### config.mk
export PLATFORM = sky130hd
export DESIGN_NAME = lgs_divider
export DESIGN_NICKNAME = d
export VERILOG_FILES = /design/src/lgs_pkg.sv /design/src/lgs_divider.sv
export SDC_FILE = /design/constraint.sdc
export NUM_CORES = 1
export LEC_CHECK = 0
export BUFFER_PORTS_ARGS = -buffer_cell sky130_fd_sc_hd__buf_2
export CAP_MARGIN = 20
export CORE_MARGIN = 1.5
export CORE_UTILIZATION = 38
export CTS_CLUSTER_SIZE = 10
export DETAILED_ROUTE_END_ITERATION = 8
export SLEW_MARGIN = 25
export SYNTH_ARGS = -nofsm -noshare
export SYNTH_HDL_FRONTEND = slang
export SYNTH_SLANG_ARGS = --single-unit
### constraint.sdc
create_clock -name clk -period 2.57 [get_ports clk]
set_input_delay 0.514 -clock clk [delete_from_list [all_inputs] [get_ports clk]]
set_output_delay 0.514 -clock clk [all_outputs]
set_load 0.1 [all_outputs]
### src/lgs_pkg.sv
// ---------------------------------------------------------------------------
// lgs_pkg
// Shared types and constants for the LDA token sampler.
// ---------------------------------------------------------------------------
`default_nettype none
package lgs_pkg;
    localparam int MAX_TOPICS = 16;
    localparam int VOCAB_SIZE = 1024;
    localparam int NUM_DOCS   = 256;
    localparam int MAX_TOKENS = 16384;
    localparam int TW  = $clog2(MAX_TOPICS);
    localparam int WW  = $clog2(VOCAB_SIZE);
    localparam int DW  = $clog2(NUM_DOCS);
    localparam int XW  = $clog2(MAX_TOKENS);
    localparam int CW  = 15;
    localparam int KW  = 5;
    localparam int WTW = 64;
    localparam logic [CW-1:0] COUNT_MAX = 15'h7FFF;

    localparam logic [1:0] OP_LOAD = 2'd0;
    localparam logic [1:0] OP_RESAMPLE = 2'd1;
    localparam logic [1:0] OP_READ = 2'd2;

    localparam logic [1:0] REG_ALPHA = 2'd0;
    localparam logic [1:0] REG_BETA = 2'd1;
    localparam logic [1:0] REG_TOPICS = 2'd2;

    typedef struct packed {
        logic          start;
        logic [WTW-1:0] num;
        logic [WTW-1:0] den;
    } div_req_t;

    typedef struct packed {
        logic           done;
        logic [WTW-1:0] quo;
    } div_rsp_t;
endpackage
`default_nettype wire

### src/lgs_divider.sv
// ---------------------------------------------------------------------------
// lgs_divider
// Radix-2 restoring divider, one quotient bit per cycle.
// ---------------------------------------------------------------------------
`default_nettype none
module lgs_divider
    import lgs_pkg::*;
(
    input  wire logic     clk,
    input  wire logic     rst_n,
    input  wire div_req_t req,
    output div_rsp_t      rsp
);
    logic [WTW-1:0] quo_reg, quo_next, den_reg, den_next;
    logic [WTW:0]   rem_reg, rem_next, trial;
    logic [6:0]     cnt_reg, cnt_next;
    logic           busy_reg, busy_next, done_reg, done_next;

    always_comb
    begin
        quo_next  = quo_reg;
        den_next  = den_reg;
        rem_next  = rem_reg;
        cnt_next  = cnt_reg;
        busy_next = busy_reg;
        done_next = 1'b0;
        trial     = {rem_reg[WTW-1:0], quo_reg[WTW-1]};
        if (req.start)
        begin
            quo_next  = req.num;
            den_next  = req.den;
            rem_next  = '0;
            cnt_next  = 7'(WTW);
            busy_next = 1'b1;
        end
        else if (busy_reg)
        begin
            if (trial >= {1'b0, den_reg})
            begin
                rem_next = trial - {1'b0, den_reg};
                quo_next = {quo_reg[WTW-2:0], 1'b1};
            end
            else
            begin
                rem_next = trial;
                quo_next = {quo_reg[WTW-2:0], 1'b0};
            end
            cnt_next = cnt_reg - 7'd1;
            if (cnt_reg == 7'd1)
            begin
                busy_next = 1'b0;
                done_next = 1'b1;
            end
        end
    end

    always_ff @(posedge clk or negedge rst_n)
    begin
        if (!rst_n)
        begin
            busy_reg <= 1'b0;
            done_reg <= 1'b0;
            cnt_reg  <= '0;
        end
        else
        begin
            busy_reg <= busy_next;
            done_reg <= done_next;
            cnt_reg  <= cnt_next;
        end
    end

    always_ff @(posedge clk)
    begin
        quo_reg <= quo_next;
        den_reg <= den_next;
        rem_reg <= rem_next;
    end

    assign rsp.done = done_reg;
    assign rsp.quo  = quo_reg;
endmodule
`default_nettype wire

==> impl_metrics.yaml, run 1 <==
detailed_routing:
  drtPass1Iterations: 5
  via_count: 11200
  drc: 0
  wl_per_cell_um: 17.2
  drt_iter0_drc: 541
  ant_nets: 0
  viasPerCell: 5.24
  drt_wl_total_um: 36700
worst_setup_path:
  cp.arrival_ns: 3.73
  worst-path-stages: 13
  worstPathCellList: "inv_2 -> ha_4 -> buf_6 -> o211ai_1 -> a21o_1 -> a211o_1 -> o21ai_2 -> a21o_1 -> nand4_1 -> a2111oi_4 -> o211ai_1 -> o21a_1 -> o311ai_2"
  crit_path_max_incr_delay_ns: 0.47
  r2r-end: "rem_reg[63]$_SDFFE_PP0P_"
  crit_path_top_delay_cell: "a2111oi_4"
  critPathBufInv: 2
  worstSetupPathType: "reg2reg"
  cp_max_fo: 4
  cp-endpoint: "rem_reg[63]$_SDFFE_PP0P_"
  crit_required_ns: 3.03
  cp_top_family: "compound AO/OA/AOI/OAI gates"
  critPathLaunchType: "register"
  rr_worst_depth: 13
  rrSetupSlack_ns: -0.70
  crit_path_end_kind: "register"
  crit_path_start: "den_reg[3]$_DFFE_PP_"
  r2r_start: "den_reg[3]$_DFFE_PP_"
sta:
  slew_violations: 0
  setup_violations: 65
  finalCritPeriodShare_pct: 127
  skew_ns: 0.0144
  hold_violations: 0
  rsz0062_at_grt: "yes"
  tightest_slew_ns: 0.756
  fin_crit_ns: 3.27
  layout_setup_ws_ns: -0.700
  max_freq_mhz: 306
  relSlewSlack_pct: 49.6
status:
  status: "finished with violations"
  failed_checks: "negative setup slack"
synth:
  synth_compound_area_share_pct: 18.2
  muxShareOfSynthArea_pct: 6.58
  seq_area_frac_synth_pct: 45.0
  synth-edff-count: 128
  synth_area_um2: 11900
  synthCells: 1223
  synth-seq-cells: 201
  syn_area_per_cell_um2: 9.73
  async_reset_ff_share_pct: 4.48
  synth-main-ff-cell: "edfxtp_1"
  synth-simple-area-share_pct: 13.7
  synthAdderAreaFrac_pct: 7.11
  syn-num-nets: 1421
  synth_top_family_by_area: "compound AO/OA/AOI/OAI gates"
  synth-warning-count: 0
  synth_xor_area_share_pct: 4.42
  yosys.cell_types.count: 69
placed_design:
  dp_slack_ns: -0.642
  placed_area_um2: 15500
  dpl.cell_count: 2049
  gp_congestion: 0.900
  hpwl_um: 25800
  io_buffers: 195
clock_tree:
  cts_max_path_buffers: 3
  cts_tree: "done"
  htreeDepth: 1
  cts_root_buf: "clkbuf_16"
  insertion_delay_ns: 0.55
  cts_inserted_buffers: 25
  clock_sinks: 201
  clk_pin_slew_ns: 0.06
floorplan:
  die_h_um: 180
  start_util_pct: 38.8
  coreArea_um2: 30700
  ios: 196
  die_width_um: 180
  dieArea_um2: 32400
  row_count: 64
global_route:
  grt.overflow.total: 0
  antenna_found_initial: 0
  first_global_vias: 11400
  grt_max_degree: 118
  grt_use_total_pct: 21.3
  grt_pass1_wl_um: 56900
finish:
  n_antenna_cell: 0
  final_net_count: 1920
  final_cell_area_um2: 18200
  syn2layout_area_growth_pct: 53.2
  layout-drive-gt1-share_pct: 50.2
  stdcell_count: 2136
min_path:
  hold_path_class: "in2reg"
pwr:
  p_per_area_nw_per_um2: 624
  vdd_drop_max_mv: 0.620
  power_leakage_nw: 8.24
job:
  maxCapViolations: 0
==> synthesized netlist by cell type (all sizes together), types with 5 or more instances <==
cell type,n,share of area [%]
ha,66,6.9
o21ai,50,2.1
a21o,44,2.8
dfxtp,64,11
clkbuf,40,1.3
a22oi,9,0.57
a21oi,82,3.5
nor2b,5,0.26
and3,7,0.37
xnor2,35,2.6
and2,7,0.37
nand3,17,0.72
nor3,18,0.84
nor4,8,0.53
inv,87,2.7
buf,22,1.0
o21a,5,0.32
nand2b,9,0.47
dfrtp,9,1.9
edfxtp,128,32
a31oi,15,0.79
mux2,66,6.2
nor2,89,2.8
nand4,21,1.2
a311oi,44,3.3
o211ai,7,0.44
o21bai,14,0.88
xor2,25,1.8
a21boi,5,0.32
nand2,159,5.0
a211oi,8,0.50
==> power by group <==
group          total [mW]  switching, mW  internal [mW]
registers            4.03          0.210           3.82
clock network        3.36           1.39           1.97
logic                3.98           2.50           1.49
==> logic make-up after synthesis <==
kind of cell             Yosys count
AO/OA/AOI/OAI                    317
XOR/XNOR                          60
adder cells (fa/ha/maj)           67
buffers and inverters            149
flip-flops                       201
multiplexers                      70
AND/OR/NAND/NOR                  359
==> worst min path at each step <==
stage | to | slack [ns] | from | cells after the start
3_3_place_gp | done_reg$_DFF_PN0_ | 0.37 | rst_n | 1
3_5_place_dp | done_reg$_DFF_PN0_ | 0.38 | rst_n | 1
5_1_grt | den_reg[7]$_DFFE_PP_ | 0.12 | req[7] | 1
6_report | den_reg[9]$_DFFE_PP_ | 0.14 | req[9] | 1
4_1_cts | den_reg[7]$_DFFE_PP_ | 0.12 | req[7] | 1
2_1_floorplan | busy_reg$_DFF_PN0_ | 0.22 | rst_n | 0
==> stage by stage <==
step	utilization (%)	hold WS (ns)	TNS (ns)	total power, mW
after floorplan	-	0.218	-42.63	6.42
after global placement	50.6	0.374	-30.35	7.56
after detailed placement	50.6	0.377	-33.99	7.59
after CTS	56.1	0.116	-25.65	11.2
after global routing	59.4	0.121	-34.64	11.9
final	59.4	0.137	-27.92	11.4
==> final cells by class <==
type / count / area, um^2
fillers: 2597 / 12400
multi-input cells: 873 / 7420
flip-flops and latches: 201 / 5350
repair buffers: 534 / 3870
clock buffers: 41 / 706
well taps: 396 / 495
inverters: 87 / 327
clock inverters: 4 / 58.8
==> per-layer routing <==
layer / share of wire [%] / global-route usage [%] / vias up
li1: - / - / 5473
met4: 2.7 / 5.93 / 0
met3: 6.0 / 5.25 / 57
met5: 0 / 0 / -
met2: 48 / 36.1 / 313
met1: 43 / 26.9 / 5360
==> repair_timing <==
item,4_1_cts,5_1_grt
hold buffers,1,0
cloned,3,0
buffers inserted,28,15
pin swaps,62,95
gates resized for setup,156,190
endpoints found under the hold margin,9,0
endpoints found under the setup margin,65,65
==> placed cells by master (no fill, tap or decap), types with 8 or more instances in the layout <==
cell       count
a21o_1        43
mux2_2        64
clkbuf_1      14
edfxtp_1     128
a311oi_2      35
nand2_1      100
o21ai_1       13
inv_1         75
a21oi_1       58
nor2_1        82
buf_6         25
clkbuf_16     25
a311oi_1       9
o21ai_2       11
buf_4        293
buf_12        17
o21bai_1      14
nand2_2       34
a21oi_2       18
ha_4          22
nand2_4       25
nor3_1        11
xor2_1        22
o21ai_0       24
dfrtp_1        8
ha_1          42
a31oi_1       10
xnor2_1       29
inv_2         12
buf_2        194
nand3_1       11
nand4_1       20
dfxtp_1       64
No activity file was read; power rests on OpenSTA's default activity.
==> inputs of run 2 (changes only) <==
- BUFFER_PORTS_ARGS: -buffer_cell sky130_fd_sc_hd__buf_2 -> unset
- DONT_BUFFER_PORTS: unset -> 1
- GPL_ROUTABILITY_DRIVEN: unset -> 0
==> impl_metrics.yaml, run 2 (synthesized netlist as in run 1, its figures left out) <==
clock_tree:
  cts_tree: "done"
  clk_pin_slew_ns: 0.06
  cts_max_path_buffers: 3
  cts_inserted_buffers: 25
  cts_root_buf: "clkbuf_16"
  htreeDepth: 1
  insertion_delay_ns: 0.55
  clock_sinks: 201
worst_setup_path:
  rrSetupSlack_ns: -0.65
  worstSetupPathType: "reg2reg"
  r2r_start: "den_reg[4]$_DFFE_PP_"
  crit_path_end_kind: "register"
  r2r-end: "rem_reg[63]$_SDFFE_PP0P_"
  cp.arrival_ns: 3.65
  critPathLaunchType: "register"
  crit_required_ns: 3.00
  crit_path_top_delay_cell: "a2111oi_4"
  cp_max_fo: 4
  crit_path_max_incr_delay_ns: 0.40
  worstPathCellList: "inv_2 -> ha_4 -> o211ai_1 -> a21o_1 -> a211o_1 -> buf_6 -> o21ai_4 -> a21o_1 -> nand4_1 -> a2111oi_4 -> o211ai_1 -> o21a_1 -> o311ai_2"
  rr_worst_depth: 13
detailed_routing:
  route.met3.wl_um: 2410
  wl_met1_um: 14800
  wl_per_cell_um: 17.7
  via_count: 10200
  route.top_layer_used: "met5"
  drc: 0
  ant_nets: 0
  drt_iter0_drc: 509
  drtPass1Iterations: 4
  wl_met2_um: 16200
  drt_wl_total_um: 34000
  viasPerCell: 5.29
pwr:
  p_total_mw: 10.7
  p_per_area_nw_per_um2: 668
  vdd_drop_max_mv: 0.580
  power_leakage_nw: 7.03
finish:
  num-fill-cells: 2763
  final_net_count: 1705
  layout-drive-gt1-share_pct: 34.1
  syn2layout_area_growth_pct: 35.2
  layout_commonest_cell: "buf_4"
  final_cell_area_um2: 16100
  most-common-layout-cells: "302 x buf_4, 154 x nand2_1, 128 x edfxtp_1"
  fin_util_pct: 52.5
sta:
  slew_violations: 0
  finalCritPeriodShare_pct: 125
  rsz0062_at_grt: "yes"
  setup_violations: 65
  max_freq_mhz: 311
  layout_setup_ws_ns: -0.645
  hold_violations: 0
  fin_crit_ns: 3.22
  tightest_slew_ns: 1.06
  skew_ns: 0.0243
  relSlewSlack_pct: 29.6
floorplan:
  start_util_pct: 38.8
  dieArea_um2: 32400
  ios: 196
  die_width_um: 180
  row_count: 64
  coreArea_um2: 30700
  die_h_um: 180
placed_design:
  hpwl_um: 24000
  dp_slack_ns: -0.735
  placed_area_um2: 14400
  io_buffers: 0
job:
  maxCapViolations: 0
global_route:
  grt_use_total_pct: 20.3
  antenna_found_initial: 3
  grt_max_degree: 195
  grt.overflow.total: 0
  grt_pass1_wl_um: 53900
  first_global_vias: 10500
min_path:
  hold_end: "rem_reg[22]$_SDFFE_PP0P_"
  min_path_cells: 1
  hold_path_class: "in2reg"
  hp-start: "req[128]"
status:
  status: "finished with violations"
  failed_checks: "negative setup slack"
[run 2: changes by cell type in the layout (fill, tap and decap cells not counted), moves of 12 or more]
cell and change:
buf_2 -194, nand2_2 -31, nand2_4 -23, a311oi_1 +17, nand2_1 +54, buf_6 -23, o21ai_0 +12, a311oi_2 -17
[run 2: critical path, delay by kind of cell, from the launching register on]
family	cells	cell delay, ns
simple gates	1	0.21
fa+ha+maj	1	0.28
compound gates	9	2.09
flops	1	0.35
buf+inv	2	0.19
[run 2: repair_timing]
item / CTS / global route
pin swaps: 42 / 24
cloned: 5 / 0
hold endpoints to repair: 9 / 0
resized for setup: 71 / 36
setup endpoints to repair: 65 / 65
hold buffers: 1 / 0
buffers inserted: 21 / 7
[run 2: final cells by class]
| type | instances | area [um^2] | share of cell area [%] |
|---|---|---|---|
| clock inverter | 6 | 70.1 | 0.435 |
| multi-input combinational | 873 | 6530 | 40.6 |
| tap | 396 | 495 | 3.08 |
| antenna | 1 | 2.50 | 0.0156 |
| clock buffer | 40 | 682 | 4.24 |
| inverter | 87 | 329 | 2.05 |
| timing repair buffer | 319 | 2630 | 16.4 |
| sequential | 201 | 5350 | 33.3 |
[run 2: metal layers]
layer | GRT usage, % | up-vias
li1 | - | 5031
met1 | 25.1 | 4799
met2 | 35.4 | 300
met3 | 5.39 | 41
met4 | 4.50 | 2
met5 | 0 | -
[run 2: report_power, final]
group | internal (mW) | switching [mW]
Clock | 1.92 | 1.36
Sequential | 3.83 | 1.28
Combinational | 1.20 | 1.15
[run 2: how the worst max path moves through the flow]
stage / start / endpoint / cells after the start
after floorplan: quo_reg[63]$_DFFE_PP_ / rem_reg[60]$_SDFFE_PP0P_ / 13
after global placement: den_reg[1]$_DFFE_PP_ / rem_reg[63]$_SDFFE_PP0P_ / 13
after detailed placement: den_reg[1]$_DFFE_PP_ / rem_reg[63]$_SDFFE_PP0P_ / 13
after CTS: den_reg[1]$_DFFE_PP_ / rem_reg[63]$_SDFFE_PP0P_ / 13
after global routing: den_reg[4]$_DFFE_PP_ / rem_reg[24]$_SDFFE_PP0P_ / 16
final: den_reg[4]$_DFFE_PP_ / rem_reg[63]$_SDFFE_PP0P_ / 13
[run 2: stage by stage]
step	hold slack, ns	setup TNS (ns)	cells
3_3_place_gp	0.219	-34.04	1842
2_1_floorplan	0.218	-42.63	1223
6_report	0.0455	-34.72	1923
4_1_cts	0.0323	-35.21	1915
3_5_place_dp	0.219	-37.99	1842
5_1_grt	0.0280	-44.55	1922
==> inputs of run 3 (changes only) <==
- CORE_MARGIN: 1.5 -> unset
==> impl_metrics.yaml, run 3 (synthesized netlist as in run 1, its figures left out) <==
worst_setup_path:
  r2r_start: "den_reg[1]$_DFFE_PP_"
  worst-path-stages: 12
  crit_path_frequent_cell: "a21o_1"
  critPathBufInv: 1
  crit_required_ns: 2.99
  worstPathCellList: "inv_2 -> ha_4 -> nand2b_4 -> a21o_1 -> a211o_1 -> o21ai_2 -> a21o_1 -> nand4_1 -> a2111oi_4 -> o211ai_1 -> a222oi_1 -> nand2_1"
  crit_path_top_delay_cell: "edfxtp_1"
  rr_worst_depth: 12
  cp_max_fo: 4
  crit_path_start: "den_reg[1]$_DFFE_PP_"
  crit_path_end_kind: "register"
  cp.arrival_ns: 3.59
  critPathLaunchType: "register"
  cp_top_family: "compound AO/OA/AOI/OAI gates"
  worstSetupPathType: "reg2reg"
  crit_path_max_incr_delay_ns: 0.43
floorplan:
  die_h_um: 179
  dieArea_um2: 32000
  die_width_um: 179
  row_count: 64
  start_util_pct: 38.8
  ios: 196
  coreArea_um2: 30700
clock_tree:
  cts_max_path_buffers: 3
  cts_tree: "done"
  insertion_delay_ns: 0.56
  cts_root_buf: "clkbuf_16"
  htreeDepth: 1
  cts_inserted_buffers: 25
  clock_sinks: 201
  clk_pin_slew_ns: 0.06
detailed_routing:
  ant_nets: 0
  wl_per_cell_um: 18.3
  drt_wl_total_um: 35300
  via_count: 10300
  drt_iter0_drc: 543
  viasPerCell: 5.35
  drtPass1Iterations: 5
  drc: 0
finish:
  final_cell_area_um2: 16800
  multi_input_area_um2: 7200
  register_area_um2: 5350
  layout-drive-gt1-share_pct: 39.9
  most-common-layout-cells: "291 x buf_4, 128 x edfxtp_1, 114 x nand2_1"
  num-fill-cells: 2642
  fin_util_pct: 54.9
  layout_commonest_cell: "buf_4"
  syn2layout_area_growth_pct: 41.5
  final_net_count: 1711
status:
  status: "finished with violations"
  failed_checks: "negative setup slack"
sta:
  skew_ns: 0.0184
  rsz0062_at_grt: "yes"
  tightest_slew_ns: 1.08
  max_freq_mhz: 315
  fin_crit_ns: 3.17
  layout_setup_ws_ns: -0.601
  slew_violations: 0
  finalCritPeriodShare_pct: 123
  hold_violations: 0
  setup_violations: 65
  holdWs_ns: 0.0514
  relSlewSlack_pct: 28.2
global_route:
  grt_pass1_wl_um: 54100
  grt_max_degree: 195
  first_global_vias: 10400
  grt_use_total_pct: 21.4
  antenna_found_initial: 2
  grt.overflow.total: 0
pwr:
  p_total_mw: 10.9
  vdd_drop_max_mv: 0.681
  p_per_area_nw_per_um2: 649
  power_leakage_nw: 7.34
min_path:
  hp-start: "req[0]"
  hold_path_class: "in2reg"
  min_path_cells: 0
placed_design:
  hpwl_um: 24600
  dp_slack_ns: -0.602
  io_buffers: 0
  placed_area_um2: 14400
job:
  maxCapViolations: 0
## run 3: changes by cell type in the layout (fill, tap and decap cells not counted), sizes merged
cell    delta
clkbuf     +3
clkinv     -1
bufbuf     -4
buf        +9
bufinv     -1
## run 3: final timing paths
kind / end / slack (ns)
setup / recovery: rem_reg[51]$_SDFFE_PP0P_ / -0.60
setup reg to reg: rem_reg[51]$_SDFFE_PP0P_ / -0.60
hold reg to reg: rem_reg[25]$_SDFFE_PP0P_ / 0.52
hold / removal: den_reg[0]$_DFFE_PP_ / 0.05
max in group asynchronous: busy_reg$_DFF_PN0_ / 1.86
min in group asynchronous: busy_reg$_DFF_PN0_ / 0.36
## run 3: layer usage
layer	up-vias	wire length (um)	track usage (%)
met5	-	17	0
met4	2	1120	6.89
met3	59	2380	4.43
met2	326	17000	36.7
met1	4894	14800	26.7
li1	5042	-	-
## run 3: stage by stage
stage | cells | TNS, ns
2_1_floorplan | 1223 | -42.63
4_1_cts | 1918 | -26.91
3_3_place_gp | 1847 | -30.92
5_1_grt | 1929 | -37.72
3_5_place_dp | 1847 | -33.03
6_report | 1929 | -30.03
## run 3: area by class of cell
cell class	instances	share of cell area [%]
Multi-Input combinational cell	873	42.8
Sequential cell	201	31.8
Timing Repair Buffer	325	16.1
Clock buffer	42	4.16
Tap cell	396	2.94
Inverter	87	1.94
Clock inverter	4	0.230
Antenna cell	1	0.0149
## run 3: worst reg2reg max path, stage by stage (launching register included)
cell       delay, ns
edfxtp_1        0.43
inv_2           0.07
ha_4            0.30
nand2b_4        0.05
a21o_1          0.18
a211o_1         0.34
o21ai_2         0.20
a21o_1          0.17
nand4_1         0.22
a2111oi_4       0.42
o211ai_1        0.22
a222oi_1        0.34
nand2_1         0.11
## run 3: report_power, final
part           switching, mW  internal (mW)  total, mW
clock                   1.40           1.85       3.25
combinational           1.28           1.28       2.56
sequential              1.28           3.83       5.11
total                   3.96           6.96       10.9
## run 3: what timing repair did
| action | 4_1_cts | 5_1_grt |
|---|---|---|
| hold endpoints to repair | 9 | 0 |
| gates cloned | 5 | 3 |
| setup buffers | 19 | 8 |
| hold buffers | 1 | 0 |
| resized for setup | 136 | 132 |
| pin swaps | 48 | 71 |
| setup endpoints to repair | 65 | 65 |
